$ cat src/hw/rtl/dss_pkg.sv
// ============================================================================
// dss_pkg
// Shared types and constants for the delimiter string splitter.
// ============================================================================
package dss_pkg;

    // Window depth: the longest delimiter that can be matched.
    localparam int MAX_DELIM = 8;

    // Width of the internal position counters.
    localparam int POS_BITS = 16;

    // Fixed field widths.
    localparam int CHAR_BITS     = 16;
    localparam int SEG_BITS      = 16;
    localparam int LEN_BITS      = 4;
    localparam int CFG_DATA_BITS = 64;
    localparam int CFG_IDX_BITS  = 2;

    // Eight delimiter characters are held in the two character registers.
    localparam int DELIM_SLOTS     = 8;
    localparam int DELIM_SEL_BITS  = 3;
    localparam int CHARS_PER_REG   = CFG_DATA_BITS / CHAR_BITS;

    // The run counter saturates at MAX_DELIM + 1.
    localparam int RUN_BITS = $clog2(MAX_DELIM + 2);

    // Configuration register indexes.
    localparam logic [CFG_IDX_BITS-1:0] REG_DELIM_LOW  = 2'd0;
    localparam logic [CFG_IDX_BITS-1:0] REG_DELIM_HIGH = 2'd1;
    localparam logic [CFG_IDX_BITS-1:0] REG_DELIM_LEN  = 2'd2;

    // Input word: one character of the string.
    typedef struct packed {
        logic [CHAR_BITS-1:0] char_code;
        logic                 char_last;
    } char_word_t;

    // Output word: one segment.
    typedef struct packed {
        logic [SEG_BITS-1:0] seg_start;
        logic [SEG_BITS-1:0] seg_end;
        logic                seg_final;
    } seg_word_t;

endpackage

$ cat src/hw/rtl/dss_cell.sv
// ============================================================================
// dss_cell
// One window cell: holds a character, passes it on and checks the incoming
// character against its delimiter character.
// ============================================================================
module dss_cell
(
    input  logic                         clk,
    input  logic                         shift,
    input  logic [dss_pkg::CHAR_BITS-1:0] char_in,
    input  logic [dss_pkg::CHAR_BITS-1:0] ref_char,
    input  logic                         active,
    output logic [dss_pkg::CHAR_BITS-1:0] char_out,
    output logic                         hit
);
    import dss_pkg::*;

    logic [CHAR_BITS-1:0] char_reg;

    // The character shifts in from the neighbor on every accepted word.
    always_ff @(posedge clk)
    begin
        if (shift)
        begin
            char_reg <= char_in;
        end
    end

    assign char_out = char_reg;

    // The compare looks at the value this cell takes on the current shift.
    // A cell beyond the delimiter length always agrees.
    assign hit = !active || (char_in == ref_char);

endmodule

$ cat src/hw/rtl/dss_ctrl.sv
// ============================================================================
// dss_ctrl
// Segment tracking and output staging for the delimiter string splitter.
// ============================================================================
module dss_ctrl
(
    input  logic                         clk,
    input  logic                         rst_n,
    input  logic                         in_accept,
    input  logic                         char_last,
    input  logic [dss_pkg::LEN_BITS-1:0] len_eff,
    input  logic                         all_hit,
    input  logic                         out_stall,
    output logic                         in_stall,
    output logic                         out_valid,
    output dss_pkg::seg_word_t           out_word
);
    import dss_pkg::*;

    logic [POS_BITS-1:0] pos_reg;
    logic [POS_BITS-1:0] pos_next;
    logic [POS_BITS-1:0] begin_reg;
    logic [POS_BITS-1:0] begin_next;
    logic [RUN_BITS-1:0] run_reg;
    logic [RUN_BITS-1:0] run_next;
    logic [RUN_BITS-1:0] run_inc;

    logic                out_valid_reg;
    logic                out_valid_next;
    seg_word_t           out_reg;
    seg_word_t           out_next;
    logic                skid_valid_reg;
    logic                skid_valid_next;
    seg_word_t           skid_reg;
    seg_word_t           skid_next;

    logic                matched;
    logic                emit;
    logic [POS_BITS-1:0] end_pos;
    seg_word_t           result;
    logic                take;
    logic                produce;

    // Run length including the character being taken, saturating.
    assign run_inc = (run_reg <= RUN_BITS'(MAX_DELIM)) ? run_reg + 1'b1 : run_reg;

    // A delimiter ends here when all cells agree and enough characters of
    // the open run lie in the window.
    assign matched = (len_eff != '0) && (run_inc >= RUN_BITS'(len_eff)) && all_hit;

    // A match with characters before it, or the end of the string, closes
    // a nonempty segment.
    assign emit = matched ? (run_inc > RUN_BITS'(len_eff)) : char_last;

    assign end_pos = matched ? pos_reg - POS_BITS'(len_eff) : pos_reg;

    always_comb
    begin
        result.seg_start = SEG_BITS'(begin_reg);
        result.seg_end   = SEG_BITS'(end_pos);
        result.seg_final = char_last;
    end

    // Position, segment start and run length for the next character.
    always_comb
    begin
        pos_next   = pos_reg;
        begin_next = begin_reg;
        run_next   = run_reg;
        if (in_accept)
        begin
            if (char_last)
            begin
                pos_next   = '0;
                begin_next = '0;
                run_next   = '0;
            end
            else
            begin
                pos_next = pos_reg + 1'b1;
                if (matched)
                begin
                    begin_next = pos_reg + 1'b1;
                    run_next   = '0;
                end
                else
                begin
                    run_next = run_inc;
                end
            end
        end
    end

    // Output register with a skid word behind it.
    assign take    = out_valid_reg && !out_stall;
    assign produce = in_accept && emit;

    always_comb
    begin
        out_valid_next  = out_valid_reg;
        out_next        = out_reg;
        skid_valid_next = skid_valid_reg;
        skid_next       = skid_reg;
        if (take)
        begin
            if (skid_valid_reg)
            begin
                out_next        = skid_reg;
                skid_valid_next = 1'b0;
            end
            else if (produce)
            begin
                out_next = result;
            end
            else
            begin
                out_valid_next = 1'b0;
            end
        end
        else if (produce)
        begin
            if (!out_valid_reg)
            begin
                out_next       = result;
                out_valid_next = 1'b1;
            end
            else
            begin
                skid_next       = result;
                skid_valid_next = 1'b1;
            end
        end
    end

    // Control state.
    always_ff @(posedge clk or negedge rst_n)
    begin
        if (!rst_n)
        begin
            pos_reg        <= '0;
            begin_reg      <= '0;
            run_reg        <= '0;
            out_valid_reg  <= 1'b0;
            skid_valid_reg <= 1'b0;
        end
        else
        begin
            pos_reg        <= pos_next;
            begin_reg      <= begin_next;
            run_reg        <= run_next;
            out_valid_reg  <= out_valid_next;
            skid_valid_reg <= skid_valid_next;
        end
    end

    // Output words.
    always_ff @(posedge clk)
    begin
        out_reg  <= out_next;
        skid_reg <= skid_next;
    end

    assign in_stall  = skid_valid_reg;
    assign out_valid = out_valid_reg;
    assign out_word  = out_reg;

endmodule

$ cat src/hw/rtl/delimiter_string_splitter.sv
// ============================================================================
// delimiter_string_splitter
// Splits a string of 16-bit characters on a configured delimiter.
// ============================================================================
// Usage:
//   The input channel takes one character word per cycle (in_valid/in_stall),
//   char_last marking the final character of a string. The output channel
//   gives one word per segment (out_valid/out_stall): the start and end
//   positions of a nonempty segment, and seg_final if closed by the last character.
//   Positions count from zero in every string.
//   A character is matched in the cycle it is taken by a row of window cells
//   that compare in parallel; its segment word, if any, is registered at the
//   output or in the skid register. Throughput is one character per cycle while
//   in_stall is low. When the receiver stalls, one more segment word is held in a
//   skid register; once that is full, in_stall rises until the receiver takes a
//   word. The delimiter (cfg index 0, 1: characters, 2: length) must be written
//   through the cfg port only while no string is in flight (not enforced). Reset
//   restores a one character delimiter of code zero and clears the tracking state.
// ============================================================================
module delimiter_string_splitter
(
    input  logic                              clk,
    input  logic                              rst_n,
    input  logic                              cfg_write_en,
    input  logic [dss_pkg::CFG_IDX_BITS-1:0]  cfg_index,
    input  logic [dss_pkg::CFG_DATA_BITS-1:0] cfg_data,
    input  logic                              in_valid,
    output logic                              in_stall,
    input  dss_pkg::char_word_t               in_word,
    output logic                              out_valid,
    input  logic                              out_stall,
    output dss_pkg::seg_word_t                out_word
);
    import dss_pkg::*;

    logic [CFG_DATA_BITS-1:0] delim_low_reg;
    logic [CFG_DATA_BITS-1:0] delim_high_reg;
    logic [LEN_BITS-1:0]      delim_len_reg;

    logic [CHAR_BITS-1:0]     delim_char [DELIM_SLOTS];
    logic [LEN_BITS-1:0]      len_eff;
    logic                     in_accept;
    logic [CHAR_BITS-1:0]     window [MAX_DELIM];
    logic [MAX_DELIM-1:0]     hit;

    // Configuration registers.
    always_ff @(posedge clk or negedge rst_n)
    begin
        if (!rst_n)
        begin
            delim_low_reg  <= '0;
            delim_high_reg <= '0;
            delim_len_reg  <= LEN_BITS'(1);
        end
        else if (cfg_write_en)
        begin
            unique case (cfg_index)
                REG_DELIM_LOW:  delim_low_reg  <= cfg_data;
                REG_DELIM_HIGH: delim_high_reg <= cfg_data;
                REG_DELIM_LEN:  delim_len_reg  <= cfg_data[LEN_BITS-1:0];
                default:        ;
            endcase
        end
    end

    // Delimiter characters as an array, character 0 first.
    always_comb
    begin
        for (int i = 0; i < CHARS_PER_REG; i++)
        begin
            delim_char[i]                 = delim_low_reg[i*CHAR_BITS +: CHAR_BITS];
            delim_char[i + CHARS_PER_REG] = delim_high_reg[i*CHAR_BITS +: CHAR_BITS];
        end
    end

    // Lengths above the window depth are clipped to it.
    assign len_eff = (delim_len_reg > LEN_BITS'(MAX_DELIM)) ? LEN_BITS'(MAX_DELIM)
                                                            : delim_len_reg;

    assign in_accept = in_valid && !in_stall;

    // Row of window cells, newest character in cell 0. Cell k lines up
    // with delimiter character len - 1 - k.
    for (genvar k = 0; k < MAX_DELIM; k++)
    begin : g_cell
        logic [LEN_BITS-1:0]  sel;
        logic [CHAR_BITS-1:0] cell_in;

        assign sel = len_eff - LEN_BITS'(k) - LEN_BITS'(1);

        if (k == 0)
        begin : g_head
            assign cell_in = in_word.char_code;
        end
        else
        begin : g_body
            assign cell_in = window[k-1];
        end

        dss_cell u_cell
        (
            .clk      (clk),
            .shift    (in_accept),
            .char_in  (cell_in),
            .ref_char (delim_char[sel[DELIM_SEL_BITS-1:0]]),
            .active   (LEN_BITS'(k) < len_eff),
            .char_out (window[k]),
            .hit      (hit[k])
        );
    end

    // Segment tracking and output staging.
    dss_ctrl u_ctrl
    (
        .clk       (clk),
        .rst_n     (rst_n),
        .in_accept (in_accept),
        .char_last (in_word.char_last),
        .len_eff   (len_eff),
        .all_hit   (&hit),
        .out_stall (out_stall),
        .in_stall  (in_stall),
        .out_valid (out_valid),
        .out_word  (out_word)
    );

endmodule

$ cat config.mk
export PLATFORM = sky130hd
export DESIGN_NAME = delimiter_string_splitter
export DESIGN_NICKNAME = d
export VERILOG_FILES = /design/src/hw/rtl/dss_pkg.sv /design/src/hw/rtl/dss_cell.sv /design/src/hw/rtl/dss_ctrl.sv /design/src/hw/rtl/delimiter_string_splitter.sv
export SDC_FILE = /design/constraint.sdc
export NUM_CORES = 1
export LEC_CHECK = 0
export CELL_PAD_IN_SITES_DETAIL_PLACEMENT = 0
export CELL_PAD_IN_SITES_GLOBAL_PLACEMENT = 1
export CORE_MARGIN = 1
export CORE_UTILIZATION = 30
export CTS_CLUSTER_DIAMETER = 150
export DETAILED_ROUTE_END_ITERATION = 10
export DONT_BUFFER_PORTS = 1
export PLACE_DENSITY_LB_ADDON = 0.1
export SYNTH_ARGS = -nofsm -noshare
export SYNTH_HDL_FRONTEND = slang
export SYNTH_SLANG_ARGS = --single-unit
$ cat constraint.sdc
create_clock -name clk -period 7.32 [get_ports clk]
set_clock_uncertainty 0.15 [all_clocks]
set_input_delay 0.366 -clock clk [delete_from_list [all_inputs] [get_ports clk]]
set_output_delay 0.366 -clock clk [all_outputs]
set_load 0.03 [all_outputs]
# Word level (Yosys, flattened, before mapping)
# Cells that the tools add are included.
word_totals:
  reg_bits: 348
  in_bits: 88
  output_inout_bits: 35
classes:
  addsub: 17
  order_cmp: 20
  eq_ne: 13
  n_mux: 45
  bitwise_logic: 9
  reduce_logical: 38
ops:
  columns: ["cell", "count"]
  rows:
  - ["binary-select mux 16 bit (select 3 bit)", 8]
  - ["2-to-1 mux 16 bit", 20]
  - ["2-to-1 mux 33 bit", 5]
  - ["equality test 16 bit", 8]
  - ["greater-or-equal comparator 4 bit (second input constant)", 8]
  - ["NOT 3 -> 4 bit", 8]
  - ["subtractor 3 x 1 -> 3 bit (second input constant)", 8]
  - ["adder 16 x 1 -> 16 bit (second input constant)", 1]
  - ["< comparator 3 x 4 -> 1 bit (first input constant)", 4]
  - ["2-to-1 mux 4 bit", 4]
  - ["subtractor 16 x 4 -> 16 bit", 1]
  - ["subtractor 3 bit (second input constant)", 4]
  - ["zero test 1 bit", 10]
  - ["AND reduction 2 bit", 5]
  - ["AND reduction 3 bit", 3]
  - ["logical OR 1 bit", 8]
  - ["< comparator 1 x 4 -> 1 bit (first input constant)", 2]
  - ["< comparator 2 x 4 -> 1 bit (first input constant)", 2]
  - ["2-to-1 mux 1 bit", 8]
  - ["AND reduction 8 bit", 1]
  - ["nonzero test 2 bit", 4]
  - ["!= test 2 bit (second input constant)", 3]
  - ["subtractor 3 x 2 -> 3 bit (second input constant)", 2]
  - ["logical AND 1 bit", 5]
  - ["other kinds (10)", 10]

# Logic depth before layout (Yosys ltp)
# Gate-level depths: netlist of the first run.
depth:
  word_depth: 17
  depth_mapped: 24
  ltp_nobuf: 15

# Cells and area by module
# Synthesis of the first run repeated with hierarchy kept, for this count alone.
unflattened:
  cells_unflattened: 1622
  hier_area_um2: 20151.8
modules_own_cells:
  columns: ["mod", "instances", "cells_each", "area_per_inst_um2", "seq_area_each_um2"]
  rows:
  - ["delimiter_string_splitter", 1, 868, 9893.2, 3304.4]
  - ["dss_cell", 8, 37, 661.9, 480.5]
  - ["dss_ctrl", 1, 458, 4963.5, 2932.8]

# Worst setup path after synthesis of the first run
# OpenSTA, ideal clock, no wires.
synth_path:
  kind: "register -> register"
  start: "reg delim_len_reg[0]"
  end: "reg u_ctrl.out_reg, in the netlist u_ctrl.out_word[0], enable pin"
  setup_time_ns: 0.474
  arrival_time_ns: 7.078
  setup_slack_ns: -0.382
  path_stages_with_launch: 23
  n_path_buf: 7
  cell_sequence: "dfstp_2 > buf_6 > and2b_4 > inv_4 > buf_6 > buf_8 > buf_6 > buf_6 > buf_2 > ha_1 > ha_1 > buf_4 > xnor2_1 > mux4_2 > nand2b_1 > a21oi_1 > a2111oi_1 > nand4_1 > o32ai_4 > and2_1 > a31oi_2 > a21o_1 > a21boi_0"
synth_between:
  elab_chain_cells: 16
  elab_cells_between_ends: 91
synth_rtl:
  columns: ["item", "line", "text"]
  rows:
  - ["start: declaration", "delimiter_string_splitter.sv:38", "logic [LEN_BITS-1:0] delim_len_reg;"]
  - ["start signal: assignment", "delimiter_string_splitter.sv:60", "REG_DELIM_LEN: delim_len_reg <= cfg_data[LEN_BITS-1:0];"]
  - ["> comparator 4 bit", "delimiter_string_splitter.sv:77", "assign len_eff = (delim_len_reg > LEN_BITS'(MAX_DELIM)) ? LEN_BITS'(MAX_DELIM)"]
  - ["2-to-1 mux 4 bit (*)", "delimiter_string_splitter.sv:77", null]
  - ["subtractor 3 x 1 -> 3 bit, or another cell as far along", "delimiter_string_splitter.sv:89", "assign sel = len_eff - LEN_BITS'(k) - LEN_BITS'(1);"]
  - ["subtractor 3 x 1 -> 3 bit", "delimiter_string_splitter.sv:89", null]
  - ["NOT 3 -> 4 bit (not written as such)", "delimiter_string_splitter.sv:105", ".ref_char (delim_char[sel[DELIM_SEL_BITS-1:0]]),"]
  - ["binary-select mux 16 bit (select 3 bit)", "delimiter_string_splitter.sv:105", null]
  - ["2-to-1 mux 16 bit (not written as such) (2 in series)", "delimiter_string_splitter.sv:105", null]
  - ["equality test 16 bit", "dss_cell.sv:33", "assign hit = !active || (char_in == ref_char);"]
  - ["logical OR 1 bit", "dss_cell.sv:33", null]
  - ["AND reduction 8 bit", "delimiter_string_splitter.sv:120", ".all_hit (&hit),"]
  - ["logical AND 1 bit", "dss_ctrl.sv:49", "assign matched = (len_eff != '0) && (run_inc >= RUN_BITS'(len_eff)) && all_hit;"]
  - ["2-to-1 mux 1 bit (*)", "dss_ctrl.sv:53", "assign emit = matched ? (run_inc > RUN_BITS'(len_eff)) : char_last;"]
  - ["logical AND 1 bit (*)", "dss_ctrl.sv:96", "assign produce = in_accept && emit;"]
  - ["nonzero test 2 bit (no source line)", null, null]
  - ["AND reduction 3 bit (no source line) (*)", null, null]
  - ["end signal: assignment", "dss_ctrl.sv:159", "out_reg <= out_next;"]
  - ["end: declaration", "dss_ctrl.sv:30", "seg_word_t out_reg;"]
# Mark *: on every way between the ends. The rest lies on a longest branch, timed or not. The select of a mux whose other input is x is not followed.
# A chain may end at the register's enable or synchronous reset.

# Final worst setup path of the first run
layout_path:
  start: "reg delim_len_reg[3]"
  end: "reg u_ctrl.out_reg, in the netlist u_ctrl.out_word[23], enable pin"
# The elaborated chain is that of the path after synthesis.

==> results.yml, run 1 <==
worst_setup_path:
  cp-end-kind: "register"
  reg2reg_to: "u_ctrl.out_word[23]"
  crit_end: "u_ctrl.out_word[23]"
  critical_path.max_fanout: 33
  path_common_cell: "buf_4"
  r2r_cells: 15
  crit_path_start_kind: "register"
  worstSetupStartpoint: "delim_len_reg[3]"
  cp_cell_sequence: "buf_4 > and3b_1 > inv_2 > ha_2 > mux4_2 > xor2_1 > nor3_1 > nand4_1 > o31ai_1 > a311oi_1 > a211oi_1 > a31oi_2 > a21o_1 > a21boi_4 > buf_4"
  reg2reg_from: "delim_len_reg[3]"
  crit_path_max_incr_delay_ns: 0.69
  worst-setup-path-type: "register to register"
  critPathSlowestCell: "ha_2"
  worstPathRequired_ns: 7.43
  cp_data_arrival_time_ns: 6.61
  worst-r2r-setup-slack_ns: 0.81
yosys:
  yosys_warnings: 0
  synth_nets: 2190
  synth-edff-count: 178
  syn_area_um2: 22980
  async_flop_share: 0.4885
  yosys_register_bits: 348
  seq_area_frac_synth: 0.4178
  synth_ff_type: "edfxtp_1"
  synth_cells: 2090
  avgSynthCellArea_um2: 10.99
  yosysUniqueCellTypes: 100
timing:
  hold_viol: 0
  setup_violations: 0
  setup_tns_ns: 0
  post-route-period-util: 0.8887
  timing.fmax_mhz: 153.7
  finalCriticalPeriod_ns: 6.506
  slew_violations: 0
  tightest_slew_ns: 1.193
  maxSlewHeadroom: 0.2049
  rsz0062_at_grt: "false"
  setup_ws_ns: 0.8144
power:
  swShare: 0.4269
  pwr-share-clk: 0.255
  powerDensity_nw_per_um2: 355.8
  switchingPower_w: 0.004006
  p_seq_frac: 0.340
  p_leak_nw: 10.01
  p_int_w: 0.005379
  p_comb_frac: 0.404
  peakVddDrop_mv: 0.2068
  total_power_w: 0.009385
drt:
  drt_first_pass_iters: 6
  vias: 18600
  drt_wl_total_um: 101500
  antenna_left: 0
  wire_per_inst_um: 32.43
  drc: 0
  drt-vias-per-instance: 5.941
  drtIter0Drc: 2245
global_routing:
  grt_usage: 0.2589
  grt_pass1_vias: 18190
  grt_max_degree: 171
  antenna_found_initial: 4
  grt_pass1_wl_um: 143600
  grt-ovfl-total: 0
floorplanning:
  rows: 101
  io_pins: 123
  die_w_um: 278.8
  core_um2: 75820
  start_util: 0.3030
  die_area_um2: 77700
  fp.dieH_um: 278.8
clocking:
  clock_latency_ns: 0.62
  cts_buffers: 44
  path_clk_slew_ns: 0.06
  tritoncts: "yes"
  htreeDepth: 2
  cts_buffer_depth: 3
  ctsHoldBuffers: 85
  cts_root_buf: "clkbuf_16"
  ctsResizeCount: 0
  cts_setup_buffers: 0
  clkSinkCount: 348
place:
  io_buffers: 0
  dpl_worst_slack_ns: 0.9212
  globalplace.congestion: 0.9606
  place_inst: 2964
  dpl.hpwl_um: 75310
final_layout:
  nets: 2217
  syn_to_final_growth_pct: 14.79
  layout-drive-gt1-share: 0.1869
  stdcell_count: 3130
  final_cell_mix: "edfxtp_1, dfrtp_1, mux2_2, mux2i_1, nand2_1"
  final_common_cell: "edfxtp_1"
  post-route-util: 0.3479
  largest_reg_flops: 112
  fillCellCount: 7605
flow_run:
  drv_cap: 0
worst_hold_path:
  hold_class: "input port to register"
run_status:
  status: "finished clean"
## power by group through the flow
stage                     logic (W)  registers, W  clock network, W
after floorplan             0.00254       0.00279                 0
after global placement      0.00370       0.00320                 0
after detailed placement    0.00368       0.00319                 0
after CTS                   0.00377       0.00316           0.00246
after global routing        0.00401       0.00321           0.00253
final                       0.00379       0.00319           0.00240
## layer usage
| metal | vias to the layer above | share of wire | wire [µm] | track usage |
|---|---|---|---|---|
| met2 | 832 | 0.43 | 43650 | 0.3850 |
| li1 | 8039 | - | - | - |
| met4 | 2 | 0.027 | 2789 | 0.07016 |
| met5 | - | 0.00014 | 14 | 0 |
| met1 | 9590 | 0.47 | 47210 | 0.3790 |
| met3 | 132 | 0.077 | 7837 | 0.05163 |
## synth_stat cells (20+ instances only)
library cell,instances,area [µm²]
nand2b_1,22,137.6
nand4_1,31,193.9
a2bb2oi_1,22,192.7
xor2_1,79,691.9
a21oi_1,61,305.3
dfrtp_1,169,4229
mux4_2,63,1419
edfxtp_1,178,5345
nor2b_1,32,200.2
o21ai_0,97,485.5
nor3_1,46,230.2
inv_1,33,123.9
mux2i_1,137,1371
xnor2_1,105,919.6
clkbuf_1,83,311.6
nor2_1,113,424.2
a211oi_1,34,255.2
o22ai_1,21,131.4
nor3b_1,23,172.7
mux2_2,158,1779
buf_2,41,205.2
a31oi_1,23,143.9
nand2_1,126,473.0
o31ai_1,20,150.1
## per-stage QoR
step	cell area (µm²)	hold WS (ns)
finish	26380	0.07021
global route	26380	0.07533
CTS	26370	0.03475
detailed placement	23900	-0.06811
global placement	23900	-0.07060
floorplan	22980	-0.07959
## worst min path at each step
| stage | startpoint | endpoint | slack, ns | depth (start not counted) |
|---|---|---|---|---|
| after CTS | in_valid | u_ctrl.begin_reg[11] | 0.03 | 4 |
| after floorplan | rst_n | delim_high_reg[0] | -0.08 | 0 |
| after global placement | rst_n | delim_low_reg[62] | -0.07 | 0 |
| after global routing | cfg_index[1] | delim_len_reg[2] | 0.08 | 2 |
| after detailed placement | rst_n | delim_high_reg[62] | -0.07 | 0 |
| final | cfg_index[1] | delim_len_reg[2] | 0.07 | 2 |
## area by class of cell
class,instances,area (µm²),share of cell area
repair buffers,138,1301,0.04934
clock inverters,19,315.3,0.01195
inverters,39,151.4,0.005740
diodes,1,2.502,0.00009488
clock buffers,61,1276,0.04839
multi-input cells,1546,12500,0.4738
flip-flops and latches,348,9609,0.3643
well taps,978,1224,0.04639
## cell families after synthesis
| group | synth area share |
|---|---|
| simple gates | 0.1238 |
| mux | 0.2004 |
| fa+ha+maj | 0.007841 |
| buf+inv | 0.04013 |
| flops | 0.4178 |
| xor+xnor | 0.07085 |
| compound gates | 0.1391 |
## critical path: cells and delay by family, from the launching register on
kind	cells	cell delay, ns
AO/OA/AOI/OAI	6	1.79
XOR/XNOR	1	0.15
adder cells (fa/ha/maj)	1	0.69
buffers and inverters	3	0.87
flip-flops	1	0.66
multiplexers	1	0.40
AND/OR/NAND/NOR	3	1.40
Power figures use the tool's default switching activity.
==> run 2: changes to the inputs <==
--- a/config.mk
+++ b/config.mk
@@ -13,6 +13,7 @@
 export DETAILED_ROUTE_END_ITERATION = 10
 export DONT_BUFFER_PORTS = 1
 export PLACE_DENSITY_LB_ADDON = 0.1
+export SKIP_CTS_REPAIR_TIMING = 1
 export SYNTH_ARGS = -nofsm -noshare
 export SYNTH_HDL_FRONTEND = slang
 export SYNTH_SLANG_ARGS = --single-unit
==> constraint.sdc (replaced) <==
create_clock -name clk -period 8.1 [get_ports clk]
set_clock_uncertainty 0.15 [all_clocks]
set_input_delay 0.405 -clock clk [delete_from_list [all_inputs] [get_ports clk]]
set_output_delay 0.405 -clock clk [all_outputs]
set_load 0.03 [all_outputs]
==> run 2 against run 1 <==
Against the previous run: final area shrank 1.3%; clock-buffer cell count grew 1; critical path depth rose by 1; sequential cell count stayed put; largest power group unchanged; setup slack lost 0.17 ns; highest routed layer unchanged; die area is the same; via count down 0.52%; sequential share of layout area up 0.46 points.
==> results.yml, run 2 (synthesis gave the netlist of run 1 again) <==
place:
  place_inst: 2955
  io_buffers: 0
  dpl_worst_slack_ns: 0.9655
  placement.cell_area_um2: 23820
  dpl.hpwl_um: 74970
  globalplace.congestion: 0.9368
power:
  p_comb_frac: 0.424
  p_seq_frac: 0.347
  p_leak_nw: 9.844
  powerDensity_nw_per_um2: 315.6
  p_int_w: 0.004605
  swShare: 0.4396
  pwr-share-clk: 0.230
  peakVddDrop_mv: 0.1723
  switchingPower_w: 0.003613
global_routing:
  grt_pass1_vias: 17630
  grt-ovfl-total: 0
  grt_pass1_wl_um: 140800
  antenna_found_initial: 5
  grt_usage: 0.2558
  grt_max_degree: 171
clocking:
  path_clk_slew_ns: 0.06
  tritoncts: "yes"
  cts_buffer_depth: 3
  clock_latency_ns: 0.61
  htreeDepth: 2
  cts_root_buf: "clkbuf_16"
  clkSinkCount: 348
  cts_buffers: 42
timing:
  post-route-period-util: 0.9203
  setup_violations: 0
  tightest_slew_ns: 1.102
  finalCriticalPeriod_ns: 7.454
  maxSlewHeadroom: 0.2651
  hold_viol: 0
  worst_hold_slack_ns: 0.001879
  timing.fmax_mhz: 134.1
  setup_tns_ns: 0
  setup_ws_ns: 0.6456
  slew_violations: 0
  rsz0062_at_grt: "false"
final_layout:
  nets: 2206
  fillCellCount: 7697
  final_cell_mix: "edfxtp_1, dfrtp_1, mux2_2, mux2i_1, nand2_1"
  layout-drive-gt1-share: 0.1767
  design_area_um2: 26040
  stdcell_count: 3119
  final_common_cell: "edfxtp_1"
  syn_to_final_growth_pct: 13.35
  largest_reg_flops: 112
floorplanning:
  rows: 101
  die_w_um: 278.8
  io_pins: 123
  core_um2: 75820
  fp.dieH_um: 278.8
  start_util: 0.3030
  die_area_um2: 77700
worst_hold_path:
  hold_class: "input port to register"
worst_setup_path:
  crit_path_start_kind: "register"
  cp_data_arrival_time_ns: 7.59
  worstPathRequired_ns: 8.24
  worst-setup-path-type: "register to register"
  cp-end-kind: "register"
  critical_path.max_fanout: 38
drt:
  vias: 18500
  drc: 0
  drt-vias-per-instance: 5.931
  drt_wl_total_um: 101200
  antenna_left: 0
  drtIter0Drc: 2168
  drt_first_pass_iters: 6
  wire_per_inst_um: 32.44
flow_run:
  drv_cap: 0
run_status:
  status: "finished clean"
==> run 2: cell types whose count changed in the layout (fill, tap and decap cells not counted), sizes merged <==
| cell | change |
|---|---|
| clkinv | +2 |
| diode | +1 |
| inv | +2 |
| clkbuf | +1 |
| bufinv | -4 |
| buf | -9 |
| clkinvlp | -4 |
==> run 2: stage by stage <==
stage                 util  total power [W]
floorplan                -         0.004820
global placement    0.3142         0.006235
detailed placement  0.3142         0.006213
CTS                 0.3318         0.008135
global route        0.3434         0.008532
finish              0.3435         0.008218
==> run 2: routing by layer <==
layer	track usage	up-vias	routed length, µm	part of all wire
li1	-	8019	-	-
met1	0.3736	9490	47140	0.47
met2	0.3696	846	42900	0.42
met3	0.06200	139	8003	0.079
met4	0.07650	4	3093	0.031
met5	0	-	33	0.00033
==> run 2: power by group through the flow <==
stage                     Sequential, W  Clock (W)  Combinational [W]
after floorplan                 0.00253          0            0.00229
after global placement          0.00286          0            0.00337
after detailed placement        0.00285          0            0.00336
after CTS                       0.00282    0.00194            0.00337
after global routing            0.00287    0.00201            0.00365
final                           0.00285    0.00189            0.00348
==> run 2: final cells by class <==
| cell class | count | area (µm²) | area share |
|---|---|---|---|
| inverters | 39 | 151.4 | 0.005813 |
| diodes | 2 | 5.005 | 0.0001922 |
| repair buffers | 129 | 1221 | 0.04689 |
| well taps | 978 | 1224 | 0.04699 |
| flip-flops and latches | 348 | 9609 | 0.3690 |
| clock buffers | 62 | 1146 | 0.04401 |
| multi-input cells | 1546 | 12500 | 0.4798 |
| clock inverters | 15 | 191.4 | 0.007350 |
==> run 2: critical path, cell delays in order (launching register included) <==
cell      delay (ns)
dfrtp_4         0.63
buf_4           0.30
and3b_1         0.64
inv_2           0.25
ha_2            0.84
buf_4           0.63
mux4_2          0.42
xnor2_1         0.37
a21oi_1         0.12
nor3_1          0.20
nor4b_1         0.58
a311oi_1        0.41
a211oi_1        0.59
a31oi_2         0.18
a21o_1          0.28
a21boi_4        0.19
buf_4           0.27
==> run 2: final timing paths <==
| check | from | to | slack, ns | cells past startpoint |
|---|---|---|---|---|
| max | delim_len_reg[3] | u_ctrl.out_word[20] | 0.65 | 16 |
| max reg2reg | delim_len_reg[3] | u_ctrl.out_word[20] | 0.65 | 16 |
| max in group asynchronous | rst_n | u_ctrl.run_reg[1] | 6.60 | 2 |
| min | in_word[0] | u_ctrl.pos_reg[4] | 0.002 | 3 |
| min in group asynchronous | rst_n | delim_low_reg[46] | 0.29 | 2 |
| min reg2reg | g_cell[2].u_cell.char_out[15] | g_cell[3].u_cell.char_out[15] | 0.30 | 0 |
==> run 3: changes to the inputs <==
--- a/config.mk
+++ b/config.mk
@@ -5,11 +5,12 @@
 export SDC_FILE = /design/constraint.sdc
 export NUM_CORES = 1
 export LEC_CHECK = 0
+export ABC_AREA = 1
 export CELL_PAD_IN_SITES_DETAIL_PLACEMENT = 0
 export CELL_PAD_IN_SITES_GLOBAL_PLACEMENT = 1
 export CORE_MARGIN = 1
 export CORE_UTILIZATION = 30
-export CTS_CLUSTER_DIAMETER = 150
+export CTS_CLUSTER_DIAMETER = 100
 export DETAILED_ROUTE_END_ITERATION = 10
 export DONT_BUFFER_PORTS = 1
 export PLACE_DENSITY_LB_ADDON = 0.1
==> run 3 against run 2 <==
Against the previous run: the run now ends with negative hold slack left; cell count grew 31%; power is 8.9% lower; via count is 10% higher; maximum frequency up 8.2%; worst hold slack worse by 0.024 ns; register-to-register slack improved by 0.56 ns; largest power group unchanged; highest routed layer is now met4.
==> results.yml, run 3 <==
run_status:
  status: "finished with violations"
  violations: "negative hold slack"
final_layout:
  layout-drive-gt1-share: 0.04411
  diodes: 0
  syn_to_final_growth_pct: 13.72
  stdcell_count: 4101
  nets: 3218
  final_cell_mix: "nand2_1, nand3_1, inv_1, o21ai_0, edfxtp_1"
  largest_reg_flops: 112
  fillCellCount: 7728
  final_common_cell: "nand2_1"
worst_hold_path:
  hold_class: "input port to register"
floorplanning:
  die_area_um2: 73480
  core_um2: 71610
  start_util: 0.3033
  rows: 98
  die_w_um: 271.1
  fp.dieH_um: 271.1
  io_pins: 123
clocking:
  cts_buffers: 43
  tritoncts: "yes"
  htreeDepth: 2
  cts_root_buf: "clkbuf_16"
  path_clk_slew_ns: 0.06
  clock_latency_ns: 0.58
  cts_buffer_depth: 3
  clkSinkCount: 348
timing:
  hold_viol: 1
  post-route-period-util: 0.8509
  slew_violations: 0
  timing.fmax_mhz: 145.1
  rsz0062_at_grt: "false"
  setup_tns_ns: 0
  maxSlewHeadroom: 0.2763
  tightest_slew_ns: 1.083
  finalCriticalPeriod_ns: 6.892
  setup_violations: 0
  worst_hold_slack_ns: -0.02221
worst_setup_path:
  critPathSlowestCell: "a21oi_4"
  cp_data_arrival_time_ns: 7.03
  r2r_cells: 28
  cp-end-kind: "register"
  crit_path_max_incr_delay_ns: 0.78
  path_common_cell: "nand2_1"
  worst-r2r-setup-slack_ns: 1.21
  critical_path.max_fanout: 29
  worst-setup-path-type: "register to register"
  worstPathRequired_ns: 8.24
  crit_path_start_kind: "register"
  crit_end: "u_ctrl.out_word[6]"
  worstSetupStartpoint: "delim_len_reg[1]"
  reg2reg_to: "u_ctrl.out_word[6]"
  reg2reg_from: "delim_len_reg[1]"
yosys:
  yosys_register_bits: 348
  synthTopCellsByArea: "edfxtp_1, nand2_1, dfrtp_1"
  synth_nets: 3216
  async_flop_share: 0.4885
  synth_ff_type: "edfxtp_1"
  synth_top_area_frac: 0.2461
  seq_area_frac_synth: 0.4420
  synth_most_common_cell: "nand2_1"
  yosysTopAreaCell: "edfxtp_1"
  syn_area_um2: 21720
  yosysUniqueCellTypes: 41
  synth_cells: 3116
  synth-edff-count: 178
  synth.top_cells.by_count: "nand2_1, nand3_1, inv_1, o21ai_0, edfxtp_1"
  avgSynthCellArea_um2: 6.970
  yosys_warnings: 0
drt:
  drt_first_pass_iters: 6
  wire_per_inst_um: 22.65
  drt-vias-per-instance: 4.970
  antenna_left: 0
  vias: 20380
  drtIter0Drc: 1413
  drc: 0
  drt_wl_total_um: 92880
power:
  total_power_w: 0.007491
  p_seq_frac: 0.332
  swShare: 0.4422
  switchingPower_w: 0.003313
  p_int_w: 0.004178
  powerDensity_nw_per_um2: 303.3
  peakVddDrop_mv: 0.1495
  p_leak_nw: 11.95
  pwr-share-clk: 0.261
  p_comb_frac: 0.408
global_routing:
  grt-ovfl-total: 0
  grt_pass1_wl_um: 133300
  antenna_found_initial: 2
  grt_max_degree: 171
  grt_pass1_vias: 19780
  grt_usage: 0.2504
place:
  globalplace.congestion: 0.9132
  dpl.hpwl_um: 71030
  io_buffers: 0
  place_inst: 3944
flow_run:
  drv_cap: 0
-- run 3: cell types whose count changed in the layout (fill, tap and decap cells not counted), moves of 63 or more --
cell,change
o21ai_0,+109
o21ai_1,+84
mux4_2,-63
xnor2_1,-101
nand2_1,+1190
nand3_1,+387
xor2_1,-67
mux2_2,-158
mux2i_1,-137
inv_1,+256
-- run 3: kinds of logic after synthesis --
logic type / after synthesis / synth area share
DFF: 348 / 0.4420
and+or+nand+nor: 1940 / 0.3745
AOI/OAI and AO/OA: 339 / 0.08226
adders and majority gates: 12 / 0.006913
xor gates and xnor gates: 16 / 0.006452
buffers and inverters: 461 / 0.08785
-- run 3: how the worst min path moves through the flow --
| stage | slack, ns | start | to | cells after the start |
|---|---|---|---|---|
| floorplan | -0.04 | rst_n | delim_high_reg[0] | 0 |
| global placement | -0.03 | rst_n | delim_low_reg[16] | 0 |
| detailed placement | -0.03 | rst_n | delim_low_reg[22] | 0 |
| CTS | -0.64 | rst_n | u_ctrl.pos_reg[7] | 0 |
| global route | 0.01 | cfg_data[34] | delim_high_reg[34] | 2 |
| finish | -0.02 | cfg_data[34] | delim_low_reg[34] | 2 |
-- run 3: layout make-up --
class | instances | area, µm² | share of cell area
timing repair buffer | 113 | 1064 | 0.04306
clock buffer | 61 | 1257 | 0.05091
sequential | 348 | 9600 | 0.3887
clock inverter | 17 | 148.9 | 0.006028
multi-input combinational | 2307 | 10300 | 0.4168
inverter | 305 | 1145 | 0.04635
tap | 950 | 1189 | 0.04812
-- run 3: metrics by stage --
step           area, µm²  setup WS (ns)  utilization
2_1_floorplan      21720          2.541            -
3_3_place_gp       22490          1.343       0.3140
3_5_place_dp       22490          1.187       0.3140
4_1_cts            23890          1.157       0.3336
5_1_grt            24700         0.6887       0.3449
6_report           24700          1.208       0.3449
-- run 3: power groups by stage --
stage | Combinational, W | Sequential (W) | Clock (W)
2_1_floorplan | 0.00203 | 0.00239 | 0
6_report | 0.00305 | 0.00248 | 0.00195
4_1_cts | 0.00301 | 0.00249 | 0.00201
5_1_grt | 0.00340 | 0.00251 | 0.00207
3_5_place_dp | 0.00300 | 0.00252 | 0
3_3_place_gp | 0.00299 | 0.00252 | 0
-- run 3: layer usage --
| metal | routed length [µm] | track usage | vias up |
|---|---|---|---|
| met3 | 2859 | 0.02148 | 201 |
| met4 | 7470 | 0.1725 | 0 |
| li1 | - | - | 10070 |
| met2 | 47970 | 0.4677 | 547 |
| met1 | 34580 | 0.2645 | 9564 |
| met5 | 0 | 0 | - |
-- run 3: worst max-delay path: cells and delay by family (launching register included) --
family	cells	cell delay [ns]
adders and majority gates	2	0.85
and+or+nand+nor	20	3.16
DFF	1	0.37
buffers and inverters	5	1.25
AOI/OAI and AO/OA	1	0.78
